File: src/rtl/scfe_pkg.sv
// Package for the source command frame encoder.
// Field widths, frame byte codes, command codes and the shared types.
// No dependencies.
package scfe_pkg;

  // Input field widths
  localparam int unsigned FUNC_W  = 3;
  localparam int unsigned VALUE_W = 37;
  localparam int unsigned BYTE_W  = 8;

  // Decimal digits needed to hold any VALUE_W-bit binary number
  localparam int unsigned BIN_DIGITS = 12;

  // Parameter defaults
  localparam int unsigned BCD_DIGITS_DEF   = 6;
  localparam int unsigned MAX_DECIMALS_DEF = 5;
  localparam logic [BYTE_W-1:0] RECEIVER_ID_RST = 8'h01;

  // Frame bytes
  localparam logic [BYTE_W-1:0] HEAD_BYTE     = 8'h81;
  localparam logic [BYTE_W-1:0] OP_CONNECT    = 8'h52;
  localparam logic [BYTE_W-1:0] OP_DISCONNECT = 8'h4c;
  localparam logic [BYTE_W-1:0] OP_OFF        = 8'h45;
  localparam logic [BYTE_W-1:0] OP_SET        = 8'h30;
  localparam logic [BYTE_W-1:0] OP_READ       = 8'h3F;
  localparam logic [BYTE_W-1:0] DATA_OFF      = 8'h02;
  localparam logic [BYTE_W-1:0] DATA_SEL_VOLT = 8'hFE;
  localparam logic [BYTE_W-1:0] DATA_SEL_CURR = 8'hFF;

  // Unit codes in the low nibble of the setpoint config byte
  localparam logic [3:0] UNIT_VOLT = 4'h3;
  localparam logic [3:0] UNIT_MA   = 4'h6;
  localparam logic [3:0] UNIT_AMP  = 4'h7;

  // Command kinds
  typedef enum logic [FUNC_W-1:0] {
    FN_CONNECT    = 3'd0,
    FN_DISCONNECT = 3'd1,
    FN_OFF        = 3'd2,
    FN_SET_VOLT   = 3'd3,
    FN_SET_CURR   = 3'd4,
    FN_SEL_VOLT   = 3'd5,
    FN_SEL_CURR   = 3'd6,
    FN_READ       = 3'd7
  } func_e;

  // Operations of the shared BCD shift unit
  typedef enum logic [1:0] {
    BCD_HOLD = 2'd0,
    BCD_LOAD = 2'd1,
    BCD_STEP = 2'd2,
    BCD_SHR  = 2'd3
  } bcd_op_e;

  typedef struct packed {
    bcd_op_e op;
  } bcd_cmd_t;

endpackage

File: src/rtl/scfe_bcd_unit.sv
// Shared BCD shift unit: binary-to-BCD by shift-and-add-3, then digit shifts
// right to strip trailing decimal zeros. Controlled by the frame sequencer.
// Depends on scfe_pkg.
module scfe_bcd_unit
  import scfe_pkg::*;
#(
  parameter int unsigned NDIG = BIN_DIGITS
) (
  input  logic                  clk_i,
  input  bcd_cmd_t              cmd_i,
  input  logic [VALUE_W-1:0]    value_i,
  output logic [NDIG*4-1:0]     digits_o,
  output logic                  low_zero_o
);

  logic [VALUE_W-1:0] bin_q, bin_d;
  logic [NDIG*4-1:0]  bcd_q, bcd_d;
  logic [NDIG*4-1:0]  adj;

  // Add 3 to every digit of 5 or more before the shift
  always_comb begin
    for (int j = 0; j < NDIG; j++) begin
      if (bcd_q[j*4 +: 4] >= 4'd5) begin
        adj[j*4 +: 4] = bcd_q[j*4 +: 4] + 4'd3;
      end else begin
        adj[j*4 +: 4] = bcd_q[j*4 +: 4];
      end
    end
  end

  always_comb begin
    bin_d = bin_q;
    bcd_d = bcd_q;
    case (cmd_i.op)
      BCD_LOAD: begin
        bin_d = value_i;
        bcd_d = '0;
      end
      BCD_STEP: begin
        bcd_d = {adj[NDIG*4-2:0], bin_q[VALUE_W-1]};
        bin_d = {bin_q[VALUE_W-2:0], 1'b0};
      end
      BCD_SHR: begin
        bcd_d = {4'h0, bcd_q[NDIG*4-1:4]};
      end
      default: begin
        bin_d = bin_q;
        bcd_d = bcd_q;
      end
    endcase
  end

  always_ff @(posedge clk_i) begin
    bin_q <= bin_d;
    bcd_q <= bcd_d;
  end

  assign digits_o   = bcd_q;
  assign low_zero_o = (bcd_q[3:0] == 4'h0);

endmodule

File: src/rtl/scfe_framer.sv
// Frame sequencer: takes requests, drives the BCD unit, builds each frame
// byte on the fly with a running XOR checksum and feeds the output register.
// Depends on scfe_pkg.
module scfe_framer
  import scfe_pkg::*;
#(
  parameter int unsigned BCD_DIGITS   = BCD_DIGITS_DEF,
  parameter int unsigned MAX_DECIMALS = MAX_DECIMALS_DEF,
  parameter int unsigned NDIG         = BIN_DIGITS
) (
  input  logic                clk_i,
  input  logic                rst_ni,
  input  logic [BYTE_W-1:0]   rid_i,
  input  logic                in_valid_i,
  output logic                in_ready_o,
  input  logic [FUNC_W-1:0]   func_i,
  input  logic                milliamp_i,
  output bcd_cmd_t            cmd_o,
  input  logic [NDIG*4-1:0]   digits_i,
  input  logic                low_zero_i,
  output logic                out_valid_o,
  input  logic                out_ready_i,
  output logic [BYTE_W-1:0]   frame_byte_o,
  output logic                last_byte_o
);

  localparam int unsigned BCD_BYTES = (BCD_DIGITS + 1) / 2;
  localparam int unsigned FRAME_MAX = 6 + BCD_BYTES;
  localparam int unsigned IDX_W     = $clog2(FRAME_MAX);
  localparam int unsigned TZ_W      = $clog2(MAX_DECIMALS + 2);
  localparam int unsigned STEP_W    = $clog2(VALUE_W);

  typedef enum logic [3:0] {
    ST_IDLE = 4'b0001,
    ST_CONV = 4'b0010,
    ST_TRIM = 4'b0100,
    ST_EMIT = 4'b1000
  } state_e;

  state_e              state_q, state_d;
  func_e               func_q, func_d;
  logic                ma_q, ma_d;
  logic [STEP_W-1:0]   step_q, step_d;
  logic [TZ_W-1:0]     tz_q, tz_d;
  logic [IDX_W-1:0]    idx_q, idx_d;
  logic [BYTE_W-1:0]   xor_q, xor_d;
  logic                out_valid_q, out_valid_d;
  logic [BYTE_W-1:0]   byte_q, byte_d;
  logic                last_q, last_d;

  logic                accept;
  logic                load_out;
  logic [IDX_W-1:0]    last_idx;
  logic [IDX_W-1:0]    data_k;
  logic [BYTE_W-1:0]   cur_byte;
  logic [BYTE_W-1:0]   opcode;
  logic [3:0]          unit;
  logic [3:0]          dec_cnt;

  // Digit j of the trimmed value, zero above the sent digit count
  function automatic logic [3:0] dig(input logic [NDIG*4-1:0] b, input int unsigned j);
    logic [3:0] r;
    r = 4'h0;
    if (j < BCD_DIGITS) begin
      r = b[j*4 +: 4];
    end
    return r;
  endfunction

  assign accept     = in_valid_i && (state_q == ST_IDLE);
  assign in_ready_o = (state_q == ST_IDLE);
  assign load_out   = (state_q == ST_EMIT) && (!out_valid_q || out_ready_i);
  assign data_k     = idx_q - IDX_W'(4);

  // Opcode and index of the checksum byte per command kind
  always_comb begin
    case (func_q)
      FN_CONNECT:    begin opcode = OP_CONNECT;    last_idx = IDX_W'(4); end
      FN_DISCONNECT: begin opcode = OP_DISCONNECT; last_idx = IDX_W'(4); end
      FN_OFF:        begin opcode = OP_OFF;        last_idx = IDX_W'(5); end
      FN_SET_VOLT:   begin opcode = OP_SET;        last_idx = IDX_W'(FRAME_MAX - 1); end
      FN_SET_CURR:   begin opcode = OP_SET;        last_idx = IDX_W'(FRAME_MAX - 1); end
      FN_SEL_VOLT:   begin opcode = OP_SET;        last_idx = IDX_W'(5); end
      FN_SEL_CURR:   begin opcode = OP_SET;        last_idx = IDX_W'(5); end
      default:       begin opcode = OP_READ;       last_idx = IDX_W'(4); end
    endcase
  end

  // Setpoint config byte pieces
  always_comb begin
    if (func_q == FN_SET_VOLT) begin
      unit = UNIT_VOLT;
    end else if (ma_q) begin
      unit = UNIT_MA;
    end else begin
      unit = UNIT_AMP;
    end
  end
  assign dec_cnt = 4'(MAX_DECIMALS) - 4'(tz_q);

  // Byte at the current frame position
  always_comb begin
    cur_byte = xor_q;
    if (idx_q == '0) begin
      cur_byte = HEAD_BYTE;
    end else if (idx_q == IDX_W'(1)) begin
      cur_byte = BYTE_W'(last_idx) + 8'd1;
    end else if (idx_q == IDX_W'(2)) begin
      cur_byte = rid_i;
    end else if (idx_q == IDX_W'(3)) begin
      cur_byte = opcode;
    end else if (idx_q == last_idx) begin
      cur_byte = xor_q;
    end else begin
      case (func_q)
        FN_OFF:      cur_byte = DATA_OFF;
        FN_SEL_VOLT: cur_byte = DATA_SEL_VOLT;
        FN_SEL_CURR: cur_byte = DATA_SEL_CURR;
        default: begin
          // packed BCD, most significant byte first, then the config byte
          cur_byte = {dec_cnt, unit};
          for (int k = 0; k < BCD_BYTES; k++) begin
            if (data_k == IDX_W'(k)) begin
              cur_byte = {dig(digits_i, 2*(BCD_BYTES-1-k)+1),
                          dig(digits_i, 2*(BCD_BYTES-1-k))};
            end
          end
        end
      endcase
    end
  end

  // Sequencer
  always_comb begin
    state_d     = state_q;
    func_d      = func_q;
    ma_d        = ma_q;
    step_d      = step_q;
    tz_d        = tz_q;
    idx_d       = idx_q;
    xor_d       = xor_q;
    byte_d      = byte_q;
    last_d      = last_q;
    out_valid_d = out_valid_q && !out_ready_i;
    cmd_o.op    = BCD_HOLD;

    case (state_q)
      ST_IDLE: begin
        if (accept) begin
          func_d   = func_e'(func_i);
          ma_d     = milliamp_i;
          step_d   = '0;
          tz_d     = '0;
          idx_d    = '0;
          cmd_o.op = BCD_LOAD;
          if ((func_i == FN_SET_VOLT) || (func_i == FN_SET_CURR)) begin
            state_d = ST_CONV;
          end else begin
            state_d = ST_EMIT;
          end
        end
      end
      ST_CONV: begin
        cmd_o.op = BCD_STEP;
        step_d   = step_q + STEP_W'(1);
        if (step_q == STEP_W'(VALUE_W - 1)) begin
          state_d = ST_TRIM;
        end
      end
      ST_TRIM: begin
        // strip trailing decimal zeros up to the decimal limit
        if ((tz_q < TZ_W'(MAX_DECIMALS)) && low_zero_i) begin
          cmd_o.op = BCD_SHR;
          tz_d     = tz_q + TZ_W'(1);
        end else begin
          state_d = ST_EMIT;
        end
      end
      ST_EMIT: begin
        if (load_out) begin
          out_valid_d = 1'b1;
          byte_d      = cur_byte;
          last_d      = (idx_q == last_idx);
          if (idx_q == '0) begin
            xor_d = '0;
          end else if (idx_q != last_idx) begin
            xor_d = xor_q ^ cur_byte;
          end
          if (idx_q == last_idx) begin
            idx_d   = '0;
            state_d = ST_IDLE;
          end else begin
            idx_d = idx_q + IDX_W'(1);
          end
        end
      end
      default: begin
        state_d = ST_IDLE;
      end
    endcase
  end

  always_ff @(posedge clk_i or negedge rst_ni) begin
    if (!rst_ni) begin
      state_q     <= ST_IDLE;
      step_q      <= '0;
      tz_q        <= '0;
      idx_q       <= '0;
      xor_q       <= '0;
      out_valid_q <= 1'b0;
    end else begin
      state_q     <= state_d;
      step_q      <= step_d;
      tz_q        <= tz_d;
      idx_q       <= idx_d;
      xor_q       <= xor_d;
      out_valid_q <= out_valid_d;
    end
  end

  // Payload registers
  always_ff @(posedge clk_i) begin
    func_q <= func_d;
    ma_q   <= ma_d;
    byte_q <= byte_d;
    last_q <= last_d;
  end

  assign out_valid_o  = out_valid_q;
  assign frame_byte_o = byte_q;
  assign last_byte_o  = last_q;

endmodule

File: src/rtl/source_command_frame_encoder_top.sv
// Top level of the source command frame encoder.
// Depends on scfe_pkg, scfe_bcd_unit and scfe_framer.
//
// One request in, one serial command frame out, a byte per output request:
// head 0x81, length, receiver id, opcode, data, XOR checksum (last_byte_o set).
// Commands without a setpoint go from acceptance straight to emitting and
// send 5 or 6 bytes. Setpoint commands first run the shared shift-and-add-3
// unit once per bit of value_e5, then shift out up to MAX_DECIMALS trailing
// zero digits, one per step, with a final step that ends the search, then
// emit 6 + (BCD_DIGITS+1)/2 bytes. in_ready_o is high only between frames;
// it rises as the checksum byte enters the output register. receiver_id
// resets to 1 and is written by cfg_we_i; the user must write it only while
// the block is idle, as the block itself does not enforce this.
module source_command_frame_encoder_top
  import scfe_pkg::*;
#(
  parameter int unsigned BCD_DIGITS   = BCD_DIGITS_DEF,
  parameter int unsigned MAX_DECIMALS = MAX_DECIMALS_DEF
) (
  input  logic                clk_i,
  input  logic                rst_ni,
  input  logic                cfg_we_i,
  input  logic [BYTE_W-1:0]   cfg_wdata_i,
  input  logic                in_valid_i,
  output logic                in_ready_o,
  input  logic [FUNC_W-1:0]   func_i,
  input  logic [VALUE_W-1:0]  value_e5_i,
  input  logic                milliamp_i,
  output logic                out_valid_o,
  input  logic                out_ready_i,
  output logic [BYTE_W-1:0]   frame_byte_o,
  output logic                last_byte_o
);

  localparam int unsigned NDIG = (BCD_DIGITS > BIN_DIGITS) ? BCD_DIGITS : BIN_DIGITS;

  logic [BYTE_W-1:0] rid_q;
  bcd_cmd_t          bcd_cmd;
  logic [NDIG*4-1:0] digits;
  logic              low_zero;

  // Receiver id register
  always_ff @(posedge clk_i or negedge rst_ni) begin
    if (!rst_ni) begin
      rid_q <= RECEIVER_ID_RST;
    end else if (cfg_we_i) begin
      rid_q <= cfg_wdata_i;
    end
  end

  scfe_bcd_unit #(
    .NDIG (NDIG)
  ) u_bcd (
    .clk_i      (clk_i),
    .cmd_i      (bcd_cmd),
    .value_i    (value_e5_i),
    .digits_o   (digits),
    .low_zero_o (low_zero)
  );

  scfe_framer #(
    .BCD_DIGITS   (BCD_DIGITS),
    .MAX_DECIMALS (MAX_DECIMALS),
    .NDIG         (NDIG)
  ) u_framer (
    .clk_i        (clk_i),
    .rst_ni       (rst_ni),
    .rid_i        (rid_q),
    .in_valid_i   (in_valid_i),
    .in_ready_o   (in_ready_o),
    .func_i       (func_i),
    .milliamp_i   (milliamp_i),
    .cmd_o        (bcd_cmd),
    .digits_i     (digits),
    .low_zero_i   (low_zero),
    .out_valid_o  (out_valid_o),
    .out_ready_i  (out_ready_i),
    .frame_byte_o (frame_byte_o),
    .last_byte_o  (last_byte_o)
  );

endmodule

File: config.mk
export PLATFORM = sky130hd
export DESIGN_NAME = source_command_frame_encoder_top
export DESIGN_NICKNAME = d
export VERILOG_FILES = /design/src/rtl/scfe_pkg.sv /design/src/rtl/scfe_bcd_unit.sv /design/src/rtl/scfe_framer.sv /design/src/rtl/source_command_frame_encoder_top.sv
export SDC_FILE = /design/constraint.sdc
export NUM_CORES = 1
export LEC_CHECK = 0
export BUFFER_PORTS_ARGS = -buffer_cell sky130_fd_sc_hd__clkbuf_2
export CORE_UTILIZATION = 55
export CTS_CLUSTER_SIZE = 28
export DETAILED_ROUTE_END_ITERATION = 10
export PLACE_DENSITY = 0.8
export SLEW_MARGIN = 15
export SYNTH_ARGS = -nofsm -noshare
export SYNTH_HDL_FRONTEND = slang
export SYNTH_SLANG_ARGS = --single-unit
File: constraint.sdc
create_clock -name clk_i -period 3.81 [get_ports clk_i]
set_input_delay 0.381 -clock clk_i [delete_from_list [all_inputs] [get_ports clk_i]]
set_output_delay 0.381 -clock clk_i [all_outputs]
set_load 0.01 [all_outputs]
Yosys cells after proc, flatten, opt, wreduce, memory -nomap -nowiden
Cells that the tools add are included.
Operators by class
  $add $sub $neg: 18
  $mul: 0
  divide/modulo/power cells: 0
  magnitude comparators: 13
  equal/unequal tests: 29
  shifts and indexed selects: 0
  multiplexer cells: 50
  bitwise gates (word level): 1
  reductions and logical operators: 28
Operator list (count)
  $pmux 48 s3: 1
  $mux 4: 21
  $mux 8: 10
  $pmux 37 s2: 1
  $ge 4x3->1 const B: 12
  $add 4x2->4 const B: 11
  $pmux 7 s4: 1
  $pmux 8 s3: 1
  $eq 4x2->1 const B: 4
  $pmux 4 s2: 2
  $pmux 4 s4: 1
  $eq 3x3->1 const B: 4
  $eq 4x1->1 const B: 3
  $logic_not 4->1: 3
  $pmux 6 s2: 1
  $reduce_bool 2->1: 5
  $eq 3x2->1 const B: 3
  $mux 3: 3
  $reduce_and 3->1: 3
  $ne 2x1->1 const B: 4
  $xor 8x8->8: 1
  $add 6x1->6 const B: 1
  $eq 6x6->1 const B: 1
  $mux 6: 1
  29 further kinds: 41
Storage, ports and cells
  register bits after elaboration: 132
  latch bits: 0
  bits in writable memories: 0
  ROM bits: 0
  input bits: 54
  output and inout port bits: 11
  logic and storage cells: 152
  memories: 0

Longest topological paths before layout
Gate-level depths: netlist (run 1).
  depth after elaboration: 14
  mapped depth: 10
  depth with buffers taken out: 8

Cells and area by module
From an unflattened synthesis (run 1), not the netlist that was laid out.
Unflattened totals
  cell total of the unflattened synthesis: 768
  area total of the unflattened synthesis: 8090.3 um^2
By module, submodules not included
  scfe_bcd_unit: times used 1, cells an instance 421, area each 4943.5 um^2, sequential area each 2552.4 um^2
  scfe_framer: times used 1, cells an instance 330, area each 2813.9 um^2, sequential area each 1042.2 um^2
  source_command_frame_encoder_top: times used 1, cells an instance 17, area each 332.8 um^2, sequential area each 201.4 um^2

Worst setup path before layout (run 1)
Ideal clock, no wire load.
  kind: register to register
  start: register u_framer.state_q[0]
  end: register u_bcd.bcd_q[0], in the netlist u_bcd.digits_o[0] (enable)
  setup time: 0.402 ns
  arrival: 3.000 ns
  required time: 3.408 ns
  setup slack: 0.408 ns
  stages on the path, launching flop included: 8
  path buffers: 1
  clock period less this slack: 3.402 ns
  cells stage by stage: dfstp_2 -> clkbuf_1 -> nor4b_1 -> nand2_1 -> nand2_1 -> inv_1 -> ha_1 -> inv_1
Between the ends
  longest elaborated chain between the ends: 6
  elaborated cells on any way between the ends: 10
  classes of those cells: eq/ne: 6; mux: 2; reduce/logical: 2
Ends and longest elaborated chain
  start, declared: RTL line scfe_framer.sv:40  | state_e state_q, state_d;
  start signal, assigned: RTL line scfe_framer.sv:212  | state_q <= state_d;
  $eq 4x1->1 *
  named net in_ready_o: RTL line source_command_frame_encoder_top.sv:25  | output logic in_ready_o,
  $logic_and 1x1->1: RTL line scfe_framer.sv:70  | assign accept = in_valid_i && (state_q == ST_IDLE);
  $mux 1: RTL line scfe_framer.sv:149  | if (accept) begin
  $pmux 2 s3 *: RTL line scfe_framer.sv:147  | case (state_q)
  $eq 2x1->1 or $eq 2x2->1 (tied branches): RTL line scfe_bcd_unit.sv:34  | case (cmd_i.op)
  $reduce_bool 3->1 (no line) *
  end signal, assigned: RTL line scfe_bcd_unit.sv:55  | bcd_q <= bcd_d;
  end, declared: RTL line scfe_bcd_unit.sv:17  | logic [NDIG*4-1:0] bcd_q, bcd_d;
Mark *: on every way through the listed nets, which the timed path passes. The rest lies on a longest branch.
A chain may end at the register's enable or synchronous reset.

Final worst setup path (run 1)
  start: register u_framer.idx_q[2]
  end: register u_framer.xor_q[6]
Between the ends
  longest elaborated chain between the ends: 14
  elaborated cells on any way between the ends: 24
  classes of those cells: add/sub: 1; eq/ne: 7; mux: 11; bitwise: 1; reduce/logical: 4
Ends and longest elaborated chain
  start, declared: RTL line scfe_framer.sv:45  | logic [IDX_W-1:0] idx_q, idx_d;
  start signal, assigned: RTL line scfe_framer.sv:215  | idx_q <= idx_d;
  $sub 4x3->4: RTL line scfe_framer.sv:73  | assign data_k = idx_q - IDX_W'(4);
  $logic_not 4->1: RTL line scfe_framer.sv:123  | if (data_k == IDX_W'(k)) begin
  $mux 8 (3 in a row): RTL line scfe_framer.sv:123
  $pmux 8 s3: RTL line scfe_framer.sv:115  | case (func_q)
  $mux 8: RTL line scfe_framer.sv:112  | end else if (idx_q == last_idx) begin
  $mux 8: RTL line scfe_framer.sv:110  | end else if (idx_q == IDX_W'(3)) begin
  $mux 8: RTL line scfe_framer.sv:108  | end else if (idx_q == IDX_W'(2)) begin
  $mux 8: RTL line scfe_framer.sv:106  | end else if (idx_q == IDX_W'(1)) begin
  $mux 8: RTL line scfe_framer.sv:104  | if (idx_q == '0) begin
  $xor 8x8->8: RTL line scfe_framer.sv:187  | xor_d = xor_q ^ cur_byte;
  $mux 8: RTL line scfe_framer.sv:186  | end else if (idx_q != last_idx) begin
  $mux 8: RTL line scfe_framer.sv:184  | if (idx_q == '0) begin
  end signal, assigned: RTL line scfe_framer.sv:216  | xor_q <= xor_d;
  end, declared: RTL line scfe_framer.sv:46  | logic [BYTE_W-1:0] xor_q, xor_d;
Several ways; a longest one is shown, not always the timed one. The select of a mux whose other input is x is not followed.

==> impl_metrics.env, run 1 <==
export IMPL_status="completed"
export IMPL_worst_hold_path_type="input pin to asynchronous set/reset pin"
export IMPL_grt_pass1_vias=5984
export IMPL_yosys_area_share_adder=0.0587
export IMPL_finalSetupViolCount=0
export IMPL_synthCells=760
export IMPL_cts_sink_count=132
export IMPL_clk_pin_slew_ns=0.06
export IMPL_drt_pass1_iter_count=7
export IMPL_crit_path_end_kind="register"
export IMPL_final_routed_drc_violation_total=0
export IMPL_fillerInstances=1041
export IMPL_rows=43
export IMPL_placeableCoreArea_sq_mm=0.0139
export IMPL_slew_violations=0
export IMPL_synth_ff_latch_count=132
export IMPL_final_core_util=0.641
export IMPL_post_route_cells_drive_above_1_share=0.195
export IMPL_tritoncts="built"
export IMPL_async_set_or_reset_flop_fraction_in_the_synthesized_netlist=0.258
export IMPL_yosysUniqueCellTypes=63
export IMPL_timing_reg2reg_setup_slack_ns=0.80
export IMPL_ant_nets_after_route=0
export IMPL_routed_wirelength_mm=17.8
export IMPL_cts_max_level=4
export IMPL_detailed_place_hpwl_mm=12.2
export IMPL_dr_total_vias=6202
export IMPL_rd_place_congestion=1.03
export IMPL_r2r_start="u_framer.idx_q[2]$_DFFE_PN0P_"
export IMPL_cts_resized=0
export IMPL_vdd_drop_max_mv=0.448
export IMPL_holdBufCountCts=0
export IMPL_synth_fp_nets=851
export IMPL_number_of_enable_flip_flop_cells_after_synthesis=98
export IMPL_avgSynthCellArea_sq_um=10.4
export IMPL_diodes=0
export IMPL_clockBufferDepth=2
export IMPL_grt_antenna_before_repair=0
export IMPL_worst_slew_pin_transition_ns=1.05
export IMPL_clock_insertion_delay_worst_skew_ns=0.43
export IMPL_cap_viol_max_count=0
export IMPL_standard_cell_with_the_maximum_stage_delay_on_the_critical_path="sky130_fd_sc_hd__nor2_1"
export IMPL_synth_top_family_by_area="compound AO/OA/AOI/OAI gates"
export IMPL_cp_max_fo=14
export IMPL_worst_setup_path_start_kind="register"
export IMPL_final_period_minus_worst_setup_slack_ns=3.01
export IMPL_power_density_mw_per_mm2=655
export IMPL_tritoncts_num_buffers=17
export IMPL_wire_length_of_the_first_global_routing_pass_mm=29.0
export IMPL_depth_of_the_most_critical_reg_to_reg_path=6
export IMPL_synth_mux_area_frac=0.0652
export IMPL_pin_count=65
export IMPL_sequential_cell_area_sq_mm=0.00380
export IMPL_yosysWarnings=0
export IMPL_timing_setup_critical_path_class="register to register"
export IMPL_cp_data_required_time_ns=4.16
export IMPL_die_width_um=122
export IMPL_cp_data_arrival_time_ns=3.36
export IMPL_unrepaired_setup_endpoints_after_global_routing="no"
export IMPL_timing_critical_path_depth=6
export IMPL_ys_dominant_reg_cell="sky130_fd_sc_hd__edfxtp_1"
export IMPL_cts_root_buffer="sky130_fd_sc_hd__clkbuf_16"
export IMPL_final_nets=904
export IMPL_fin_crit_share=0.790
export IMPL_flow_area_growth_from_synthesis_pct=13.3
export IMPL_grt_start_max_net_pins=62
export IMPL_timing_fmax_ghz=0.332
export IMPL_worst_slew_margin_rel=0.287
export IMPL_clock_skew_final_ns=0.00811
export IMPL_area_of_combinational_cells_with_multiple_inputs_sq_mm=0.00376
export IMPL_fp_dieArea_sq_mm=0.0148
export IMPL_report_power_total_mw=5.85
export IMPL_r2r_end="u_framer.xor_q[6]$_DFFE_PN0P_"
export IMPL_wl_per_cell_um=17.7
export IMPL_floorplan_die_height_um=122
export IMPL_finalHoldViolations=0
export IMPL_ys_seq_area_frac=0.482
export IMPL_setup_tns_final_ns=0
export IMPL_floorplan_initialDensity=0.566
export IMPL_critPathMaxStageDelay_ns=0.69
export IMPL_synth_xor_area_frac=0.0289
export IMPL_netlist_area_sq_mm=0.00788
export IMPL_first_iteration_detailed_routing_drc_count=587
export IMPL_cts_post_setup_buffers_inserted=0
export IMPL_critical_path_top_delay_family="simple AND/OR/NAND/NOR gates"
export IMPL_total_leakage_power_nw=3.62
export IMPL_critPathBufInv=0
export IMPL_synth_simple_area_share=0.149
export IMPL_gr_total_overflow=0
export IMPL_grt_total_usage=0.257
export IMPL_placement_io_buffers=64
export IMPL_synth_compound_gate_area_share=0.175
export IMPL_worstPathCellList="nor2_1, nand4b_1, nor2b_1, o31a_1, or4_1, a21oi_1"
export IMPL_detail_route_vias_per_cell=6.17
==> cell type report <==
cell class,instances,share of cell area
clock inverters,15,0.0189
well taps,180,0.0252
repair buffers,71,0.0432
flip-flops and latches,132,0.425
inverters,45,0.0189
multi-input cells,546,0.421
clock buffers,17,0.0476
==> report_power, final <==
group          internal [mW]  switching [mW]  total [mW]
sequential              2.06           0.372        2.43
combinational          0.690            1.08        1.77
clock                  0.980           0.668        1.65
total                   3.73            2.12        5.85
==> state kept, by name, indices dropped and copies added, names as in the netlist, 3 cells and up <==
register,flops
u_bcd.bin_q,37
u_framer.idx_q,4
u_framer.step_q,6
rid_q,8
u_framer.xor_q,8
u_framer.state_q,4
u_framer.func_q,3
u_framer.frame_byte_o,8
u_framer.tz_q,3
u_bcd.digits_o,48
==> logic make-up after synthesis <==
group / count (synthesis)
DFF: 132
and+or+nand+nor: 237
buffers and inverters: 82
xor gates and xnor gates: 26
adders and majority gates: 37
AOI/OAI and AO/OA: 200
muxes: 46
==> how the worst max path moves through the flow <==
stage | slack (ns) | endpoint | startpoint
floorplan | 0.41 | u_bcd.digits_o[0]$_DFFE_PP_ | u_framer.state_q[0]$_DFFE_PN1P_
global placement | 0.91 | u_bcd.bin_q[3]$_DFFE_PP_ | u_framer.state_q[0]$_DFFE_PN1P_
detailed placement | 0.79 | u_bcd.bin_q[17]$_DFFE_PP_ | u_framer.state_q[0]$_DFFE_PN1P_
CTS | 0.75 | u_bcd.bin_q[27]$_DFFE_PP_ | u_framer.state_q[0]$_DFFE_PN1P_
global route | 0.62 | u_bcd.bin_q[27]$_DFFE_PP_ | u_framer.state_q[0]$_DFFE_PN1P_
finish | 0.80 | u_framer.xor_q[6]$_DFFE_PN0P_ | u_framer.idx_q[2]$_DFFE_PN0P_
==> layer usage <==
layer  track usage  share of wire  vias to the layer above
li1              -              -                     2893
met1         0.311           0.41                     2988
met2         0.424           0.49                      266
met3        0.0646          0.065                       55
met4         0.131          0.037                        0
met5             0              0                        -
==> worst register-to-register path, cell delays in order, from the launching register on <==
cell and delay (ns):
sky130_fd_sc_hd__dfrtp_1 0.58, sky130_fd_sc_hd__nor2_1 0.69, sky130_fd_sc_hd__nand4b_1 0.40, sky130_fd_sc_hd__nor2b_1 0.25, sky130_fd_sc_hd__o31a_1 0.34, sky130_fd_sc_hd__or4_1 0.52, sky130_fd_sc_hd__a21oi_1 0.15
==> synth_stat cells, drive strengths merged, types with 12 or more instances <==
cell type	count	share of area
a22o	45	0.050
dfrtp	32	0.10
ha	37	0.059
o21ai	58	0.037
nand3	12	0.0076
nor2	47	0.022
a21oi	35	0.022
nand2b	27	0.021
xnor2	15	0.017
clkbuf	31	0.015
mux2	43	0.061
nand2	89	0.042
inv	43	0.020
edfxtp	98	0.37
==> cell usage in the layout (no fill, tap or decap), types with 4 or more instances in the layout <==
cell | netlist | layout
sky130_fd_sc_hd__edfxtp_1 | 98 | 98
sky130_fd_sc_hd__nand2_1 | 89 | 89
sky130_fd_sc_hd__clkbuf_2 | 0 | 64
sky130_fd_sc_hd__o21ai_0 | 58 | 58
sky130_fd_sc_hd__nor2_1 | 47 | 47
sky130_fd_sc_hd__a22o_1 | 45 | 45
sky130_fd_sc_hd__inv_1 | 43 | 43
sky130_fd_sc_hd__mux2_2 | 43 | 43
sky130_fd_sc_hd__ha_1 | 37 | 36
sky130_fd_sc_hd__a21oi_1 | 35 | 35
sky130_fd_sc_hd__dfrtp_1 | 32 | 32
sky130_fd_sc_hd__nand2b_1 | 27 | 27
sky130_fd_sc_hd__clkbuf_16 | 0 | 17
sky130_fd_sc_hd__xnor2_1 | 15 | 15
sky130_fd_sc_hd__nand3_1 | 12 | 12
sky130_fd_sc_hd__nand4_1 | 11 | 11
sky130_fd_sc_hd__xor2_1 | 11 | 11
sky130_fd_sc_hd__nor2b_1 | 10 | 10
sky130_fd_sc_hd__a21o_1 | 6 | 6
sky130_fd_sc_hd__a311oi_1 | 6 | 6
sky130_fd_sc_hd__o31ai_1 | 6 | 6
sky130_fd_sc_hd__buf_4 | 0 | 6
sky130_fd_sc_hd__nor4b_1 | 5 | 5
sky130_fd_sc_hd__or3_1 | 5 | 5
sky130_fd_sc_hd__o211ai_1 | 5 | 5
sky130_fd_sc_hd__a31o_2 | 5 | 5
sky130_fd_sc_hd__inv_6 | 0 | 5
sky130_fd_sc_hd__nand3b_1 | 4 | 4
sky130_fd_sc_hd__a211o_1 | 4 | 4
sky130_fd_sc_hd__a31oi_1 | 4 | 4
sky130_fd_sc_hd__and2_1 | 4 | 4
sky130_fd_sc_hd__a211oi_1 | 4 | 4
sky130_fd_sc_hd__o2111ai_1 | 4 | 4
sky130_fd_sc_hd__nor3b_1 | 4 | 4
==> metrics by stage <==
stage | area [sq um] | instances | hold WS, ns | setup slack, ns
after floorplan | 7880 | 760 | 0.0854 | 0.408
after global placement | 8340 | 974 | 0.489 | 0.914
after detailed placement | 8340 | 974 | 0.496 | 0.795
after CTS | 8930 | 1006 | 0.0852 | 0.747
after global routing | 8930 | 1006 | 0.123 | 0.619
final | 8930 | 1006 | 0.0636 | 0.800
(Power assumes the default switching activity.)
==> inputs of run 2 (changes only) <==
clock period = 2.8 ns   (was 3.81 ns; I/O delays follow)
==> run 2 against run 1 <==
First-iteration DRC count shrank 10%. Critical path type unchanged. Largest cell class unchanged. Clock power grew 36%. Hold slack lost 0.027 ns. Sequential power grew 35%. Critical endpoint is now u_framer.frame_byte_o[2]$_DFFE_PP_. Non-clock buffer count grew 22. Critical path depth grew 2. Register-to-register slack lost 0.60 ns. Cell count grew 2.2%.
==> impl_metrics.env, run 2 (same netlist as run 1, synthesis figures left out) <==
export IMPL_status="completed"
export IMPL_cts_sink_count=132
export IMPL_placeableCoreArea_sq_mm=0.0139
export IMPL_finalHoldViolations=0
export IMPL_worstHoldStart="milliamp_i"
export IMPL_drt_pass1_iter_count=5
export IMPL_tritoncts="built"
export IMPL_pin_count=65
export IMPL_timing_fmax_ghz=0.384
export IMPL_cts_root_buffer="sky130_fd_sc_hd__clkbuf_16"
export IMPL_setup_tns_final_ns=0
export IMPL_min_to="u_framer.ma_q$_DFFE_PP_"
export IMPL_hold_path_depth=1
export IMPL_timing_setup_critical_path_class="register to register"
export IMPL_slew_violations=0
export IMPL_cp_data_required_time_ns=2.97
export IMPL_fp_dieArea_sq_mm=0.0148
export IMPL_power_density_mw_per_mm2=888
export IMPL_cap_viol_max_count=0
export IMPL_met3WireLength_um=918
export IMPL_report_power_total_mw=8.14
export IMPL_final_routed_drc_violation_total=0
export IMPL_timing_reg2reg_setup_slack_ns=0.20
export IMPL_clk_pin_slew_ns=0.06
export IMPL_post_route_cells_drive_above_1_share=0.218
export IMPL_rows=43
export IMPL_rd_place_congestion=0.969
export IMPL_area_after_detailed_placement_sq_mm=0.00857
export IMPL_final_cell_area_sq_mm=0.00917
export IMPL_clock_insertion_delay_worst_skew_ns=0.43
export IMPL_met2_wirelength_mm=9.15
export IMPL_final_core_util=0.658
export IMPL_most_frequent_standard_cell_in_the_layout_excluding_fill_and_tap_cells="sky130_fd_sc_hd__edfxtp_1"
export IMPL_grt_start_max_net_pins=49
export IMPL_worst_slew_margin_rel=0.400
export IMPL_highest_count_cells_in_the_layout_ignoring_fill_and_taps="sky130_fd_sc_hd__edfxtp_1, sky130_fd_sc_hd__nand2_1, sky130_fd_sc_hd__clkbuf_2"
export IMPL_m1WireLength_mm=7.81
export IMPL_worst_setup_path_start_kind="register"
export IMPL_final_period_minus_worst_setup_slack_ns=2.60
export IMPL_cp_max_fo=14
export IMPL_clock_skew_final_ns=0.00828
export IMPL_die_width_um=122
export IMPL_finalSetupViolCount=0
export IMPL_unrepaired_setup_endpoints_after_global_routing="no"
export IMPL_first_iteration_detailed_routing_drc_count=526
export IMPL_floorplan_die_height_um=122
export IMPL_cts_max_level=4
export IMPL_r2r_end="u_framer.frame_byte_o[2]$_DFFE_PP_"
export IMPL_grt_antenna_before_repair=0
export IMPL_top_layer="met4"
export IMPL_vdd_drop_max_mv=0.518
export IMPL_crit_path_end_kind="register"
export IMPL_largest_register_ffs=48
export IMPL_clockBufferDepth=2
export IMPL_grt_pass1_vias=6060
export IMPL_ant_nets_after_route=0
export IMPL_cts_post_setup_buffers_inserted=0
export IMPL_detail_route_vias_per_cell=6.05
export IMPL_tritoncts_num_buffers=17
export IMPL_placement_io_buffers=64
export IMPL_r2r_start="u_framer.func_q[1]$_DFFE_PP_"
export IMPL_cp_data_arrival_time_ns=2.78
export IMPL_final_nets=926
export IMPL_grt_total_usage=0.264
export IMPL_depth_of_the_most_critical_reg_to_reg_path=8
export IMPL_wl_per_cell_um=17.8
export IMPL_routed_wirelength_mm=18.3
export IMPL_gr_total_overflow=0
export IMPL_fin_crit_share=0.930
export IMPL_worst_slew_pin_transition_ns=0.899
export IMPL_worst_hold_path_type="input pin to register"
export IMPL_flow_area_growth_from_synthesis_pct=16.4
export IMPL_floorplan_initialDensity=0.566
export IMPL_dr_total_vias=6221
export IMPL_diodes=0
export IMPL_total_leakage_power_nw=3.73
export IMPL_wire_length_of_the_first_global_routing_pass_mm=29.9
export IMPL_detailed_place_hpwl_mm=12.6
[run 2: timing repair]
action / 4_1_cts / 5_1_grt
hold endpoints to repair: 24 / 0
setup endpoints to repair: 0 / 1
hold buffers: 1 / 0
resized for setup: 0 / 1
[run 2: metal layers]
| layer | vias up | GRT usage |
|---|---|---|
| met4 | 0 | 0.114 |
| li1 | 2946 | - |
| met5 | - | 0 |
| met3 | 35 | 0.0590 |
| met1 | 3024 | 0.333 |
| met2 | 216 | 0.437 |
[run 2: worst max path at each step]
stage	from	to	slack (ns)
2_1_floorplan	u_framer.state_q[0]$_DFFE_PN1P_	u_bcd.bin_q[0]$_SDFFCE_PP0P_	0.01
3_5_place_dp	u_framer.idx_q[1]$_DFFE_PN0P_	u_framer.xor_q[6]$_DFFE_PN0P_	0.1
5_1_grt	u_framer.idx_q[0]$_DFFE_PN0P_	u_framer.frame_byte_o[0]$_DFFE_PP_	0.03
6_report	u_framer.func_q[1]$_DFFE_PP_	u_framer.frame_byte_o[2]$_DFFE_PP_	0.20
3_3_place_gp	u_framer.idx_q[1]$_DFFE_PN0P_	u_framer.xor_q[6]$_DFFE_PN0P_	0.14
4_1_cts	u_framer.idx_q[1]$_DFFE_PN0P_	u_framer.xor_q[6]$_DFFE_PN0P_	0.08
[run 2: power by group]
part           total, mW  leakage (nW)  internal (mW)  switching, mW
clock               2.24         0.289           1.27          0.969
sequential          3.27          1.37           2.80          0.471
combinational       2.64          2.07           1.08           1.55
[run 2: layout make-up]
cell class | count | area, sq um
clock inverter | 15 | 166
fill | 1053 | 4760
timing repair buffer | 93 | 616
multi-input combinational | 546 | 3770
sequential | 132 | 3800
inverter | 45 | 176
tap | 180 | 225
clock buffer | 17 | 425
[run 2: stage by stage]
step | instances | setup WS (ns) | hold slack (ns)
floorplan | 760 | 0.0123 | -0.0156
global placement | 995 | 0.144 | 0.438
detailed placement | 995 | 0.0950 | 0.447
CTS | 1028 | 0.0810 | 0.0339
global route | 1028 | 0.0268 | 0.0336
finish | 1028 | 0.196 | 0.0362
[run 2: worst max-delay path, stage by stage, from the launching register on]
cell,delay (ns)
sky130_fd_sc_hd__edfxtp_1,0.37
sky130_fd_sc_hd__buf_4,0.22
sky130_fd_sc_hd__nand3b_1,0.29
sky130_fd_sc_hd__a211o_1,0.42
sky130_fd_sc_hd__a221oi_4,0.36
sky130_fd_sc_hd__buf_4,0.24
sky130_fd_sc_hd__a311oi_1,0.10
sky130_fd_sc_hd__o31ai_1,0.26
sky130_fd_sc_hd__a21oi_1,0.09
==> inputs of run 3 (changes only) <==
ABC_AREA = 1   (was unset)
==> run 3 against run 2 <==
First-iteration DRC count is 4.4% higher. Combinational power is 16% higher. Synthesized cell count is 18% higher. Highest routed layer unchanged. Core utilization is 0.16 points higher. Flip-flop and latch count stayed put. Worst setup slack better by 0.15 ns. Hold slack better by 0.011 ns. Final area is 4.0% lower. Power is 6.2% higher. Sequential power is 2% higher. Routed wire length is 10% lower. Clock power is 2% higher.
==> impl_metrics.env, run 3 <==
export IMPL_first_iteration_detailed_routing_drc_count=549
export IMPL_diodes=0
export IMPL_cts_max_level=4
export IMPL_floorplan_die_height_um=120
export IMPL_timing_setup_critical_path_class="register to register"
export IMPL_final_core_util=0.660
export IMPL_rows=42
export IMPL_top_layer="met4"
export IMPL_critPathMaxStageDelay_ns=0.38
export IMPL_report_power_total_mw=8.65
export IMPL_wl_per_cell_um=14.1
export IMPL_worst_setup_path_start_kind="register"
export IMPL_clock_insertion_delay_worst_skew_ns=0.43
export IMPL_async_set_or_reset_flop_fraction_in_the_synthesized_netlist=0.258
export IMPL_tritoncts_num_buffers=17
export IMPL_cts_sink_count=132
export IMPL_grt_pass1_vias=5845
export IMPL_worstHoldStart="milliamp_i"
export IMPL_m1WireLength_mm=7.43
export IMPL_met2_wirelength_mm=7.62
export IMPL_final_period_minus_worst_setup_slack_ns=2.45
export IMPL_yosys_top_cells_count="sky130_fd_sc_hd__nand2_1, sky130_fd_sc_hd__inv_1, sky130_fd_sc_hd__edfxtp_1, sky130_fd_sc_hd__o21ai_0, sky130_fd_sc_hd__nor2_1"
export IMPL_cp_data_required_time_ns=2.96
export IMPL_die_width_um=120
export IMPL_final_cell_area_sq_mm=0.00881
export IMPL_ys_dominant_reg_cell="sky130_fd_sc_hd__edfxtp_1"
export IMPL_highest_count_cells_in_the_layout_ignoring_fill_and_taps="sky130_fd_sc_hd__nand2_1, sky130_fd_sc_hd__inv_1, sky130_fd_sc_hd__edfxtp_1"
export IMPL_depth_of_the_most_critical_reg_to_reg_path=13
export IMPL_unrepaired_setup_endpoints_after_global_routing="no"
export IMPL_synth_top_cells_by_area="sky130_fd_sc_hd__edfxtp_1, sky130_fd_sc_hd__nand2_1, sky130_fd_sc_hd__dfrtp_1, sky130_fd_sc_hd__inv_1, sky130_fd_sc_hd__ha_1"
export IMPL_ant_nets_after_route=0
export IMPL_netlist_area_sq_mm=0.00761
export IMPL_grt_antenna_before_repair=0
export IMPL_vdd_drop_max_mv=0.649
export IMPL_grt_start_max_net_pins=49
export IMPL_pin_count=65
export IMPL_worst_hold_path_type="input pin to register"
export IMPL_cp_max_fo=25
export IMPL_floorplan_initialDensity=0.570
export IMPL_number_of_enable_flip_flop_cells_after_synthesis=98
export IMPL_placement_io_buffers=64
export IMPL_setup_tns_final_ns=0
export IMPL_clk_pin_slew_ns=0.06
export IMPL_yosysUniqueCellTypes=38
export IMPL_power_density_mw_per_mm2=982
export IMPL_yosysWarnings=0
export IMPL_cts_post_setup_buffers_inserted=0
export IMPL_timing_reg2reg_setup_slack_ns=0.35
export IMPL_clockBufferDepth=2
export IMPL_finalHoldViolations=0
export IMPL_avgSynthCellArea_sq_um=8.46
export IMPL_cap_viol_max_count=0
export IMPL_r2r_end="u_bcd.digits_o[21]$_DFFE_PP_"
export IMPL_fp_dieArea_sq_mm=0.0143
export IMPL_flow_area_growth_from_synthesis_pct=15.7
export IMPL_total_leakage_power_nw=4.10
export IMPL_worstPathCellList="inv_1, ha_1, nand2_1, o21a_1, nor2_1, nand2_1, inv_1, nor2_1, inv_1, ha_1, inv_1, buf_4, o22ai_1"
export IMPL_worst_slew_margin_rel=0.421
export IMPL_timing_critical_path_mode_cell="sky130_fd_sc_hd__inv_1"
export IMPL_crit_path_end_kind="register"
export IMPL_routed_wirelength_mm=16.4
export IMPL_placeableCoreArea_sq_mm=0.0133
export IMPL_slew_violations=0
export IMPL_ys_seq_area_frac=0.499
export IMPL_finalSetupViolCount=0
export IMPL_synth_top_area_share=0.387
export IMPL_final_nets=1067
export IMPL_r2r_start="u_framer.tz_q[1]$_DFFE_PN0P_"
export IMPL_wire_length_of_the_first_global_routing_pass_mm=27.4
export IMPL_detail_route_vias_per_cell=5.38
export IMPL_timing_fmax_ghz=0.408
export IMPL_worst_slew_pin_transition_ns=0.868
export IMPL_grt_total_usage=0.244
export IMPL_clock_skew_final_ns=0.00517
export IMPL_fin_crit_share=0.876
export IMPL_detailed_place_hpwl_mm=11.4
export IMPL_synth_fp_nets=991
export IMPL_cts_root_buffer="sky130_fd_sc_hd__clkbuf_16"
export IMPL_cp_data_arrival_time_ns=2.61
export IMPL_dr_total_vias=6265
export IMPL_post_route_cells_drive_above_1_share=0.152
export IMPL_setup_slack_ns=0.348
export IMPL_area_after_detailed_placement_sq_mm=0.00819
export IMPL_preCtsSetupSlack_ns=0.329
export IMPL_synthCells=900
export IMPL_largest_register_ffs=48
export IMPL_status="completed"
export IMPL_synth_ff_latch_count=132
export IMPL_gr_total_overflow=0
export IMPL_met3WireLength_mm=1.05
export IMPL_most_frequent_standard_cell_in_the_layout_excluding_fill_and_tap_cells="sky130_fd_sc_hd__nand2_1"
export IMPL_tritoncts="built"
export IMPL_crit_path_end="u_bcd.digits_o[21]$_DFFE_PP_"
export IMPL_synth_most_common_cell="sky130_fd_sc_hd__nand2_1"
export IMPL_cp_startpoint="u_framer.tz_q[1]$_DFFE_PN0P_"
export IMPL_drt_pass1_iter_count=6
export IMPL_final_routed_drc_violation_total=0
export IMPL_yosys_area_top_type="sky130_fd_sc_hd__edfxtp_1"
export IMPL_rd_place_congestion=0.880
export IMPL_standard_cell_with_the_maximum_stage_delay_on_the_critical_path="sky130_fd_sc_hd__dfrtp_1"
-- run 3: cell types whose count changed after synthesis, sizes merged, moves of 15 or more --
cell	delta
xnor2	-15
o21ai	+29
clkbuf	-16
a22o	-45
mux2	-36
nor2	+31
nand3	+50
nand2	+166
nand2b	-27
inv	+91
-- run 3: logic make-up after synthesis --
| family | synth area share |
|---|---|
| AND/OR/NAND/NOR | 0.224 |
| multiplexers | 0.0117 |
| AO/OA/AOI/OAI | 0.113 |
| XOR/XNOR | 0.0138 |
| buffers and inverters | 0.0784 |
| adder cells (fa/ha/maj) | 0.0608 |
| flip-flops | 0.499 |
-- run 3: critical path: cells and delay by family, from the launching register on --
| family | cells | cell delay, ns |
|---|---|---|
| buffers and inverters | 5 | 0.62 |
| DFF | 1 | 0.38 |
| and+or+nand+nor | 4 | 0.48 |
| AOI/OAI and AO/OA | 2 | 0.26 |
| adders and majority gates | 2 | 0.45 |
-- run 3: repair_timing --
item	4_1_cts	5_1_grt
hold buffers	1	0
gates resized for setup	0	0
hold endpoints to repair	32	0
-- run 3: worst min-delay path by stage --
stage / slack, ns / to / cells after the start
global route: 0.04 / u_framer.ma_q$_DFFE_PP_ / 1
finish: 0.05 / u_framer.ma_q$_DFFE_PP_ / 1
floorplan: -0.02 / rid_q[1]$_DFFE_PN0P_ / 0
detailed placement: 0.43 / u_framer.xor_q[3]$_DFFE_PN0P_ / 1
global placement: 0.43 / u_framer.xor_q[3]$_DFFE_PN0P_ / 1
CTS: 0.04 / u_framer.ma_q$_DFFE_PP_ / 1
-- run 3: power by group --
| group | total, mW | internal, mW | switching, mW |
|---|---|---|---|
| clock network | 2.28 | 1.41 | 0.869 |
| registers | 3.32 | 2.95 | 0.372 |
| logic | 3.05 | 0.966 | 2.09 |
| total | 8.65 | 5.32 | 3.33 |
-- run 3: layout make-up --
type | instances | area (sq um)
sequential | 132 | 3800
tap | 176 | 220
inverter | 134 | 510
multi-input combinational | 613 | 3220
clock inverter | 14 | 176
fill | 1099 | 4540
timing repair buffer | 78 | 453
clock buffer | 18 | 429
-- run 3: stage by stage --
step	instances	hold slack, ns
floorplan	900	-0.0156
global placement	1132	0.428
detailed placement	1132	0.433
CTS	1165	0.0406
global route	1165	0.0375
finish	1165	0.0474
-- run 3: routing by layer --
layer,vias to the layer above,track usage
li1,3132,-
met1,2862,0.334
met2,242,0.383
met3,29,0.0456
met4,0,0.100
met5,-,0
